[config.mk]
export PLATFORM = sky130hd
export DESIGN_NAME = deadline_timer_queue_flat
export DESIGN_NICKNAME = d
export VERILOG_FILES = /design/src/dtq_pkg.sv /design/src/dtq_if.sv /design/src/dtq_ctrl.sv /design/src/dtq_datapath.sv /design/src/deadline_timer_queue.sv /design/src/flat_wrapper.sv
export SDC_FILE = /design/constraint.sdc
export NUM_CORES = 2
export LEC_CHECK = 0
export CAP_MARGIN = 20
export CORE_MARGIN = 3
export CORE_UTILIZATION = 44
export DETAILED_ROUTE_END_ITERATION = 8
export DONT_BUFFER_PORTS = 1
export GPL_ROUTABILITY_DRIVEN = 1
export PLACE_DENSITY = 0.64
export SLEW_MARGIN = 20
export SYNTH_ARGS = -nofsm -noshare
export SYNTH_HDL_FRONTEND = slang
export SYNTH_SLANG_ARGS = --single-unit
[constraint.sdc]
create_clock -name clk -period 9.8 [get_ports clk]
set_clock_uncertainty 0.15 [all_clocks]
set_input_delay 1.47 -clock clk [delete_from_list [all_inputs] [get_ports clk]]
set_output_delay 1.47 -clock clk [all_outputs]
set_load 0.05 [all_outputs]
[src/dtq_pkg.sv]
// Shared types and constants for the deadline timer queue.
`default_nettype none
package dtq_pkg;

  localparam int TIME_W    = 63;
  localparam int IVL_W     = 31;
  localparam int ID_W      = 32;
  localparam int MS_W      = 20;
  localparam int PROD_W    = IVL_W + MS_W;
  localparam int MAX_RES   = 16;
  localparam int RES_IDX_W = 4;
  localparam int CNT_W     = 5;

  localparam logic [MS_W-1:0] NS_PER_MS = MS_W'(1000000);

  typedef struct packed {
    logic [TIME_W-1:0] deadline;
    logic [IVL_W-1:0]  interval;
    logic [ID_W-1:0]   id;
  } entry_t;

  typedef struct packed {
    logic accept;
    logic sweep_start;
    logic sweep_due;
    logic write_new;
    logic set_err;
    logic take;
    logic rearm_mul;
    logic rearm_wr;
    logic k_inc;
    logic k_clear;
    logic emit;
  } cmd_t;

  typedef struct packed {
    logic sweep_busy;
    logic free_found;
    logic best_found;
    logic pop_full;
    logic pop_empty;
    logic k_last;
    logic out_free;
  } status_t;

endpackage
`default_nettype wire

[src/dtq_if.sv]
// Request and result channel interfaces of the deadline timer queue.
`default_nettype none
interface dtq_in_if import dtq_pkg::*; ();
  logic              valid;
  logic              ready;
  logic              operation;
  logic [TIME_W-1:0] time_value;
  logic [IVL_W-1:0]  repeat_ms;

  modport source(output valid, operation, time_value, repeat_ms, input ready);
  modport sink(input valid, operation, time_value, repeat_ms, output ready);
endinterface

interface dtq_out_if import dtq_pkg::*; ();
  logic              valid;
  logic              ready;
  logic              expired_valid;
  logic [ID_W-1:0]   expired_id;
  logic [TIME_W-1:0] next_deadline;
  logic              armed;
  logic              full_error;
  logic              last_result;

  modport source(output valid, expired_valid, expired_id, next_deadline, armed, full_error,
                 last_result, input ready);
  modport sink(input valid, expired_valid, expired_id, next_deadline, armed, full_error,
               last_result, output ready);
endinterface
`default_nettype wire

[src/dtq_ctrl.sv]
// Sequencing state machine of the deadline timer queue.
`default_nettype none
module dtq_ctrl import dtq_pkg::*; (
  input  wire logic    clk,
  input  wire logic    rst,
  input  wire logic    req_valid,
  input  wire logic    req_operation,
  output logic         req_ready,
  input  wire status_t status,
  output cmd_t         cmd
);

  localparam logic [2:0] S_IDLE   = 3'd0;
  localparam logic [2:0] S_A_WAIT = 3'd1;
  localparam logic [2:0] S_T_WAIT = 3'd2;
  localparam logic [2:0] S_R_RD   = 3'd3;
  localparam logic [2:0] S_R_MUL  = 3'd4;
  localparam logic [2:0] S_R_WR   = 3'd5;
  localparam logic [2:0] S_F_WAIT = 3'd6;
  localparam logic [2:0] S_EMIT   = 3'd7;

  localparam logic OP_TICK = 1'b1;

  logic [2:0] state;
  logic [2:0] state_next;

  always_ff @(posedge clk) begin
    if (rst) begin
      state <= S_IDLE;
    end else begin
      state <= state_next;
    end
  end

  assign req_ready = (state == S_IDLE);

  always_comb begin
    state_next = state;
    cmd        = '0;
    case (state)
      S_IDLE: begin
        if (req_valid) begin
          cmd.accept      = 1'b1;
          cmd.sweep_start = 1'b1;
          cmd.sweep_due   = (req_operation == OP_TICK);
          state_next      = (req_operation == OP_TICK) ? S_T_WAIT : S_A_WAIT;
        end
      end
      S_A_WAIT: begin
        if (!status.sweep_busy) begin
          if (status.free_found) begin
            cmd.write_new   = 1'b1;
            cmd.sweep_start = 1'b1;
            state_next      = S_F_WAIT;
          end else begin
            cmd.set_err = 1'b1;
            state_next  = S_EMIT;
          end
        end
      end
      S_T_WAIT: begin
        if (!status.sweep_busy) begin
          if (status.best_found && !status.pop_full) begin
            cmd.take        = 1'b1;
            cmd.sweep_start = 1'b1;
            cmd.sweep_due   = 1'b1;
          end else if (status.pop_empty) begin
            cmd.sweep_start = 1'b1;
            state_next      = S_F_WAIT;
          end else begin
            state_next = S_R_RD;
          end
        end
      end
      S_R_RD: begin
        state_next = S_R_MUL;
      end
      S_R_MUL: begin
        cmd.rearm_mul = 1'b1;
        state_next    = S_R_WR;
      end
      S_R_WR: begin
        cmd.rearm_wr = 1'b1;
        if (status.k_last) begin
          cmd.k_clear     = 1'b1;
          cmd.sweep_start = 1'b1;
          state_next      = S_F_WAIT;
        end else begin
          cmd.k_inc  = 1'b1;
          state_next = S_R_RD;
        end
      end
      S_F_WAIT: begin
        if (!status.sweep_busy) begin
          state_next = S_EMIT;
        end
      end
      S_EMIT: begin
        if (status.out_free) begin
          cmd.emit = 1'b1;
          if (status.pop_empty || status.k_last) begin
            state_next = S_IDLE;
          end else begin
            cmd.k_inc = 1'b1;
          end
        end
      end
      default: begin
        state_next = S_IDLE;
      end
    endcase
  end

endmodule
`default_nettype wire

[src/dtq_datapath.sv]
// Timer table, sweep comparator, pop list, re-arm arithmetic and result register.
`default_nettype none
module dtq_datapath import dtq_pkg::*; #(
  parameter int DEPTH = 16,
  localparam int IW   = $clog2(DEPTH)
) (
  input  wire logic              clk,
  input  wire logic              rst,
  input  wire cmd_t              cmd,
  output status_t                status,
  input  wire logic [TIME_W-1:0] req_time_value,
  input  wire logic [IVL_W-1:0]  req_repeat_ms,
  input  wire logic              res_ready,
  output logic                   res_valid,
  output logic                   res_expired_valid,
  output logic [ID_W-1:0]        res_expired_id,
  output logic [TIME_W-1:0]      res_next_deadline,
  output logic                   res_armed,
  output logic                   res_full_error,
  output logic                   res_last_result
);

  entry_t            table_mem [DEPTH];
  entry_t            rd_data;
  logic [IW-1:0]     rd_addr;
  logic [DEPTH-1:0]  valid;
  logic [DEPTH-1:0]  taken;
  logic [ID_W-1:0]   seq;
  logic [TIME_W-1:0] now_time;
  logic [IVL_W-1:0]  new_interval;
  logic              err;

  logic              sw_run;
  logic              sw_due;
  logic [IW-1:0]     sw_addr;
  logic              sw_dv;
  logic [IW-1:0]     sw_didx;
  logic              best_found;
  logic [IW-1:0]     best_idx;
  logic [TIME_W-1:0] best_deadline;
  logic [ID_W-1:0]   best_id;
  logic              free_found;
  logic [IW-1:0]     free_idx;

  logic [IW-1:0]     pop_idx [MAX_RES];
  logic [ID_W-1:0]   pop_id [MAX_RES];
  logic [CNT_W-1:0]  pop_count;
  logic [RES_IDX_W-1:0] k;
  logic [PROD_W-1:0] prod;

  logic              cand_ok;
  logic              cand_earlier;
  logic [TIME_W:0]   rearm_sum;
  logic [TIME_W-1:0] rearm_deadline;
  logic              wr_en;
  logic [IW-1:0]     wr_addr;
  entry_t            wr_data;
  logic              k_last;
  logic              pop_empty;

  assign rd_addr = sw_run ? sw_addr : pop_idx[k];

  assign cand_ok = valid[sw_didx] &&
                   (!sw_due || (!taken[sw_didx] && (rd_data.deadline <= now_time)));
  assign cand_earlier = !best_found || (rd_data.deadline < best_deadline) ||
                        ((rd_data.deadline == best_deadline) && (rd_data.id < best_id));

  assign rearm_sum      = {1'b0, rd_data.deadline} + (TIME_W + 1)'(prod);
  assign rearm_deadline = rearm_sum[TIME_W] ? '1 : rearm_sum[TIME_W-1:0];

  assign pop_empty = (pop_count == '0);
  assign k_last    = ({1'b0, k} == (pop_count - CNT_W'(1)));

  always_comb begin
    wr_en   = 1'b0;
    wr_addr = free_idx;
    wr_data = '{deadline: now_time, interval: new_interval, id: seq + ID_W'(1)};
    if (cmd.write_new) begin
      wr_en = 1'b1;
    end else if (cmd.rearm_wr && (rd_data.interval != '0)) begin
      wr_en   = 1'b1;
      wr_addr = pop_idx[k];
      wr_data = '{deadline: rearm_deadline, interval: rd_data.interval, id: rd_data.id};
    end
  end

  always_ff @(posedge clk) begin
    if (wr_en) begin
      table_mem[wr_addr] <= wr_data;
    end
    rd_data <= table_mem[rd_addr];
  end

  always_ff @(posedge clk) begin
    if (rst) begin
      valid     <= '0;
      taken     <= '0;
      seq       <= '0;
      err       <= 1'b0;
      sw_run    <= 1'b0;
      sw_dv     <= 1'b0;
      pop_count <= '0;
      k         <= '0;
      res_valid <= 1'b0;
    end else begin
      if (cmd.accept) begin
        taken     <= '0;
        err       <= 1'b0;
        pop_count <= '0;
        k         <= '0;
      end
      if (cmd.write_new) begin
        valid[free_idx] <= 1'b1;
        seq             <= seq + ID_W'(1);
      end
      if (cmd.rearm_wr && (rd_data.interval == '0)) begin
        valid[pop_idx[k]] <= 1'b0;
      end
      if (cmd.set_err) begin
        err <= 1'b1;
      end
      if (cmd.take) begin
        taken[best_idx] <= 1'b1;
        pop_count       <= pop_count + CNT_W'(1);
      end
      if (cmd.k_clear) begin
        k <= '0;
      end else if (cmd.k_inc) begin
        k <= k + RES_IDX_W'(1);
      end
      if (cmd.sweep_start) begin
        sw_run <= 1'b1;
      end else if (sw_run && (sw_addr == IW'(DEPTH - 1))) begin
        sw_run <= 1'b0;
      end
      sw_dv <= sw_run;
      if (cmd.emit) begin
        res_valid <= 1'b1;
      end else if (res_ready) begin
        res_valid <= 1'b0;
      end
    end
  end

  always_ff @(posedge clk) begin
    if (cmd.accept) begin
      now_time     <= req_time_value;
      new_interval <= req_repeat_ms;
    end
    if (cmd.sweep_start) begin
      sw_addr    <= '0;
      sw_due     <= cmd.sweep_due;
      best_found <= 1'b0;
      free_found <= 1'b0;
    end else begin
      if (sw_run) begin
        sw_addr <= sw_addr + IW'(1);
      end
      if (sw_dv) begin
        if (cand_ok && cand_earlier) begin
          best_found    <= 1'b1;
          best_idx      <= sw_didx;
          best_deadline <= rd_data.deadline;
          best_id       <= rd_data.id;
        end
        if (!valid[sw_didx] && !free_found) begin
          free_found <= 1'b1;
          free_idx   <= sw_didx;
        end
      end
    end
    sw_didx <= sw_addr;
    if (cmd.take) begin
      pop_idx[pop_count[RES_IDX_W-1:0]] <= best_idx;
      pop_id[pop_count[RES_IDX_W-1:0]]  <= best_id;
    end
    if (cmd.rearm_mul) begin
      prod <= PROD_W'(rd_data.interval) * PROD_W'(NS_PER_MS);
    end
    if (cmd.emit) begin
      res_expired_valid <= !pop_empty;
      res_expired_id    <= pop_empty ? '0 : pop_id[k];
      res_next_deadline <= best_found ? best_deadline : '0;
      res_armed         <= best_found;
      res_full_error    <= err;
      res_last_result   <= pop_empty || k_last;
    end
  end

  always_comb begin
    status            = '0;
    status.sweep_busy = sw_run || sw_dv;
    status.free_found = free_found;
    status.best_found = best_found;
    status.pop_full   = (pop_count == CNT_W'(MAX_RES));
    status.pop_empty  = pop_empty;
    status.k_last     = k_last;
    status.out_free   = !res_valid || res_ready;
  end

endmodule
`default_nettype wire

[src/deadline_timer_queue.sv]
// Top level of the deadline timer queue: controller, datapath and channel wiring.
//
// The queue holds up to DEPTH timers in a table with one read and one write port and finds
// the earliest entry by sweeping the table one entry per cycle. An add beat that finds a free
// slot takes two sweeps before its result; a refused add takes one sweep. A tick that pops
// P timers takes P + 2 sweeps and a re-arm read, multiply and write per popped timer, then
// delivers its P results (one when nothing is due) on consecutive cycles while the result
// channel is ready. A new request beat is taken once the last result of the previous one is
// in the output register. No timer ever expires twice on one tick, at most sixteen are
// popped per tick, and re-armed deadlines saturate at the largest 63-bit value.
`default_nettype none
module deadline_timer_queue import dtq_pkg::*; #(
  parameter int DEPTH = 16
) (
  input wire logic  clk,
  input wire logic  rst,
  dtq_in_if.sink    request,
  dtq_out_if.source result
);

  cmd_t    cmd;
  status_t status;
  logic    req_ready;

  assign request.ready = req_ready;

  dtq_ctrl u_ctrl (
    .clk          (clk),
    .rst          (rst),
    .req_valid    (request.valid),
    .req_operation(request.operation),
    .req_ready    (req_ready),
    .status       (status),
    .cmd          (cmd)
  );

  dtq_datapath #(
    .DEPTH(DEPTH)
  ) u_datapath (
    .clk              (clk),
    .rst              (rst),
    .cmd              (cmd),
    .status           (status),
    .req_time_value   (request.time_value),
    .req_repeat_ms    (request.repeat_ms),
    .res_ready        (result.ready),
    .res_valid        (result.valid),
    .res_expired_valid(result.expired_valid),
    .res_expired_id   (result.expired_id),
    .res_next_deadline(result.next_deadline),
    .res_armed        (result.armed),
    .res_full_error   (result.full_error),
    .res_last_result  (result.last_result)
  );

endmodule
`default_nettype wire

[src/flat_wrapper.sv]
// flat-port wrapper written by rule: the top's interface ports become plain ports
module deadline_timer_queue_flat import dtq_pkg::*;
#(
  parameter int DEPTH = 16
)
  (clk, rst, request_valid, request_operation, request_time_value, request_repeat_ms, request_ready, result_valid, result_expired_valid, result_expired_id, result_next_deadline, result_armed, result_full_error, result_last_result, result_ready);
  dtq_in_if request_i ();
  dtq_out_if result_i ();
  input wire logic clk;
  input wire logic rst;
  input wire logic [$bits(request_i.valid)-1:0] request_valid;
  input wire logic [$bits(request_i.operation)-1:0] request_operation;
  input wire logic [$bits(request_i.time_value)-1:0] request_time_value;
  input wire logic [$bits(request_i.repeat_ms)-1:0] request_repeat_ms;
  output wire logic [$bits(request_i.ready)-1:0] request_ready;
  output wire logic [$bits(result_i.valid)-1:0] result_valid;
  output wire logic [$bits(result_i.expired_valid)-1:0] result_expired_valid;
  output wire logic [$bits(result_i.expired_id)-1:0] result_expired_id;
  output wire logic [$bits(result_i.next_deadline)-1:0] result_next_deadline;
  output wire logic [$bits(result_i.armed)-1:0] result_armed;
  output wire logic [$bits(result_i.full_error)-1:0] result_full_error;
  output wire logic [$bits(result_i.last_result)-1:0] result_last_result;
  input wire logic [$bits(result_i.ready)-1:0] result_ready;
  assign request_i.valid = request_valid;
  assign request_i.operation = request_operation;
  assign request_i.time_value = request_time_value;
  assign request_i.repeat_ms = request_repeat_ms;
  assign request_ready = request_i.ready;
  assign result_valid = result_i.valid;
  assign result_expired_valid = result_i.expired_valid;
  assign result_expired_id = result_i.expired_id;
  assign result_next_deadline = result_i.next_deadline;
  assign result_armed = result_i.armed;
  assign result_full_error = result_i.full_error;
  assign result_last_result = result_i.last_result;
  assign result_i.ready = result_ready;
  deadline_timer_queue #(.DEPTH(DEPTH)) u_core (.clk(clk), .rst(rst), .request(request_i), .result(result_i));
endmodule
==> metrics.md <==
| Metric | Value |
|---|---|
| Status | completed |
| Synth Register Bits | 3154 |
| Hold path start | u_core.u_datapath.sw_addr[0] |
| Hold WC Path Type | flop to flop |
| Initial antenna violation count | 9 |
| Worst Setup End Kind | flop |
| Post-CTS setup repair buffer count | 0 |
| RePlAce Congestion | 0.894 |
| Largest net degree at the start of global routing | 137 |
| Synthesized Nets | 8498 |
| Synth Area in Compound Gates | 0.0494 |
| WL final | 342 mm |
| Overflow left after global routing | 0 |
| Hold depth | 0 |
| CP Launch Type | flop |
| Num ports | 200 |
| Synth Area in Simple Gates | 0.0588 |
| FP Rows | 199 |
| Reg2reg start | u_core.u_datapath.rd_data[42] |
| Ys flop type | edfxtp_1 |
| Area grow syn2layout | 12.6% |
| Port Buf Inserts | 0 |
| Asr flop ratio synth | 0 |
| Commonest cells after routing, fill and taps aside | edfxtp_1 (2934), nand2_1 (789), mux4_2 (502) |
| Core ar. | 295000 µm² |
| Starting density of the core | 0.443 |
| Full die area | 304000 µm² |
| Post-synthesis mux area share | 0.0943 |
| Req. time, crit path | 10.29 ns |
| Number of global-route vias before repair | 71.4k |
| Synth area leaders | edfxtp_1 (67%), mux4_2 (8.6%), ha_1 (3.6%), dfxtp_1 (3.4%), nand2_1 (2.3%) |
| DR WL/cell | 27.8 µm |
| Crit-path most repeated cell | fa_1 |
| Avg Vias per Cell | 5.85 |
| Synthesized cell area | 131000 µm² |
| Area share of fa/ha/maj cells after synthesis | 0.0559 |
| Clock sinks | 3154 |
| Layout Nets | 8684 |
| Period utilization | 0.702 |
| Tmin final | 6.88 ns |
| Synth top area share | 0.674 |
| Die Wd | 551 µm |
| Worst slew margin | 0.214 |
| HPWL Detailed | 194 mm |
| Final Hold Viols | 0 |
| # setup viols final | 0 |
| Worst Hold Endpoint | u_core.u_datapath.sw_didx[0] |
| Reg-to-Reg End | u_core.u_datapath.prod[49] |
| First-pass GRT wire length | 495 mm |
| Seq/Total Area, Yosys | 0.708 |
| Ys Warns | 0 |
| Total global-route track usage | 0.222 |
| Number of synthesized flops with an enable pin | 2934 |
| Critical Path AT | 7.37 ns |
| Final Util | 0.499 |
| Largest area contributor in the netlist | edfxtp_1 |
| FF-to-FF setup slack | 2.92 ns |
| Crit-path slowest cell | fa_1 |
| CTS Buffer Depth | 4 |
| Xor and xnor area share after synthesis | 0.0105 |
| Root Buffer Master | clkbuf_16 |
| Resized cells post-CTS | 0 |
| Unrepaired setup endpoints after global routing | no |
| Residual DRC | 0 |
| F_max | 0.145 GHz |
| Post-CTS Hold Buffers | 0 |
| DR iter-0 viols | 8030 |
| Drt first pass iters | 6 |
| Vias | 71.9k |
| Largest family of logic cells by synthesized area | multiplexers |
| CP peak stage delay | 0.57 ns |
| Antenna-violating nets left | 0 |
| Worst Tran Pin Value | 1.18 ns |
| Mapped Cells | 7894 |
| H-tree Lvls | 5 |
| Crit-path cells | inv_1 -> fa_1 -> inv_1 -> fa_1 -> fa_1 -> fa_1 -> ha_1 -> inv_1 -> fa_1 -> inv_1 -> ha_1 -> a21oi_1 -> o21ai_1 -> a2111oi_0 -> o21bai_1 -> a31oi_1 -> or4b_1 -> a21oi_1 -> o31ai_1 -> a221oi_1 -> xnor2_1 |
| Commonest non-fill, non-tap cell in the layout | edfxtp_1 |
| Total CTS buffers | 328 |
| Worst-path clk slew | 0.06 ns |
| Crit Path Max Fanout | 7 |
| Post-synth cell types | 71 |
| R2R depth | 21 |
| Final TNS setup | 0 ns |
| Max Cap Viol | 0 |
| Chip height | 551 µm |
| CTS tree | yes |
| Layout cells sized above 1 | 0.155 |
| Average size of a mapped cell | 16.6 µm² |
| Critical path class | flop to flop |
| Worst skew pair latency | 0.94 ns |
| Max-slew violation count | 0 |
==> worst max-delay path by stage <==
| stage | start | depth (start not counted) | to |
|---|---|---|---|
| 4_1_cts | u_core.u_datapath.rd_data[43] | 21 | u_core.u_datapath.prod[49] |
| 6_report | u_core.u_datapath.rd_data[42] | 21 | u_core.u_datapath.prod[49] |
| 3_3_place_gp | u_core.u_datapath.rd_data[42] | 21 | u_core.u_datapath.prod[49] |
| 5_1_grt | u_core.u_datapath.rd_data[42] | 21 | u_core.u_datapath.prod[49] |
| 2_1_floorplan | u_core.u_datapath.rd_data[47] | 9 | u_core.u_datapath.table_mem[12][0] |
| 3_5_place_dp | u_core.u_datapath.rd_data[42] | 21 | u_core.u_datapath.prod[49] |
==> cells by family after synthesis <==
family	after synthesis
compound gates	957
xor+xnor	156
fa+ha+maj	505
buf+inv	770
flops	3154
mux	603
simple gates	1749
==> cell usage after synthesis (38+ instances only) <==
cell	number
mux4_2	502
nand2_1	790
a21o_1	133
nor3_1	41
nand3_1	216
mux2i_1	95
clkbuf_1	226
buf_1	38
a21oi_1	172
inv_1	395
edfxtp_1	2934
dfxtp_1	220
a211oi_1	71
fa_1	131
a31oi_1	65
xor2_1	67
o21ai_0	192
nand4_1	71
xnor2_1	89
nor2_1	421
a32oi_1	93
ha_1	374
and2_1	82
o2111ai_1	88
buf_2	98
==> final cells by class <==
cell class,instances,area [µm²]
fill,24100,148000
clock inverter,180,1910
timing repair buffer,229,1980
inverter,397,1500
antenna,5,12.5
sequential,3154,92500
clock buffer,424,8750
tap,3919,4900
multi-input combinational,3970,35600
==> state kept, by name, indices dropped and copies added, names as in the netlist, 3 cells and up, named ones only <==
register                             cells
u_core.u_datapath.seq                   32
u_core.u_datapath.sw_addr                4
u_core.u_datapath.pop_id               512
u_core.u_ctrl.state                      3
u_core.u_datapath.best_id               32
u_core.u_datapath.best_deadline         63
u_core.u_datapath.best_idx               4
u_core.u_datapath.valid                 16
u_core.u_datapath.prod                  45
u_core.u_datapath.pop_idx               64
u_core.u_datapath.res_next_deadline     63
u_core.u_datapath.new_interval          31
u_core.u_datapath.sw_didx                4
u_core.u_datapath.now_time              63
u_core.u_datapath.taken                 16
u_core.u_datapath.table_mem           2016
u_core.u_datapath.free_idx               4
u_core.u_datapath.res_expired_id        32
u_core.u_datapath.pop_count              5
u_core.u_datapath.k                      4
u_core.u_datapath.rd_data              126
==> routing by layer <==
| layer | up-vias | wire length, µm | GRT usage |
|---|---|---|---|
| li1 | 30800 | - | - |
| met4 | 6 | 11800 | 0.0730 |
| met1 | 37400 | 141000 | 0.311 |
| met2 | 3147 | 162000 | 0.355 |
| met5 | - | 47 | 0 |
| met3 | 570 | 26700 | 0.0370 |
==> worst max-delay path: cells and delay by family (launching register included) <==
family,cells,cell delay [ns]
DFF,1,0.49
adders and majority gates,7,3.09
buffers and inverters,4,0.41
AOI/OAI and AO/OA,8,1.90
and+or+nand+nor,1,0.46
xor gates and xnor gates,1,0.10
==> per-stage QoR <==
| stage | cell area [µm²] | hold WS (ns) | setup slack, ns | std cells |
|---|---|---|---|---|
| detailed placement | 136000 | 0.265 | 2.93 | 11700 |
| CTS | 147000 | 0.275 | 2.87 | 12300 |
| global route | 147000 | 0.288 | 2.49 | 12300 |
| finish | 147000 | 0.275 | 2.92 | 12300 |
| floorplan | 131000 | 0.233 | 1.62 | 7894 |
| global placement | 136000 | 0.266 | 2.84 | 11700 |
Power is left out: the tool's default activity adds up to more than one toggle a clock period on the data nets, which glitch-free logic cannot reach.
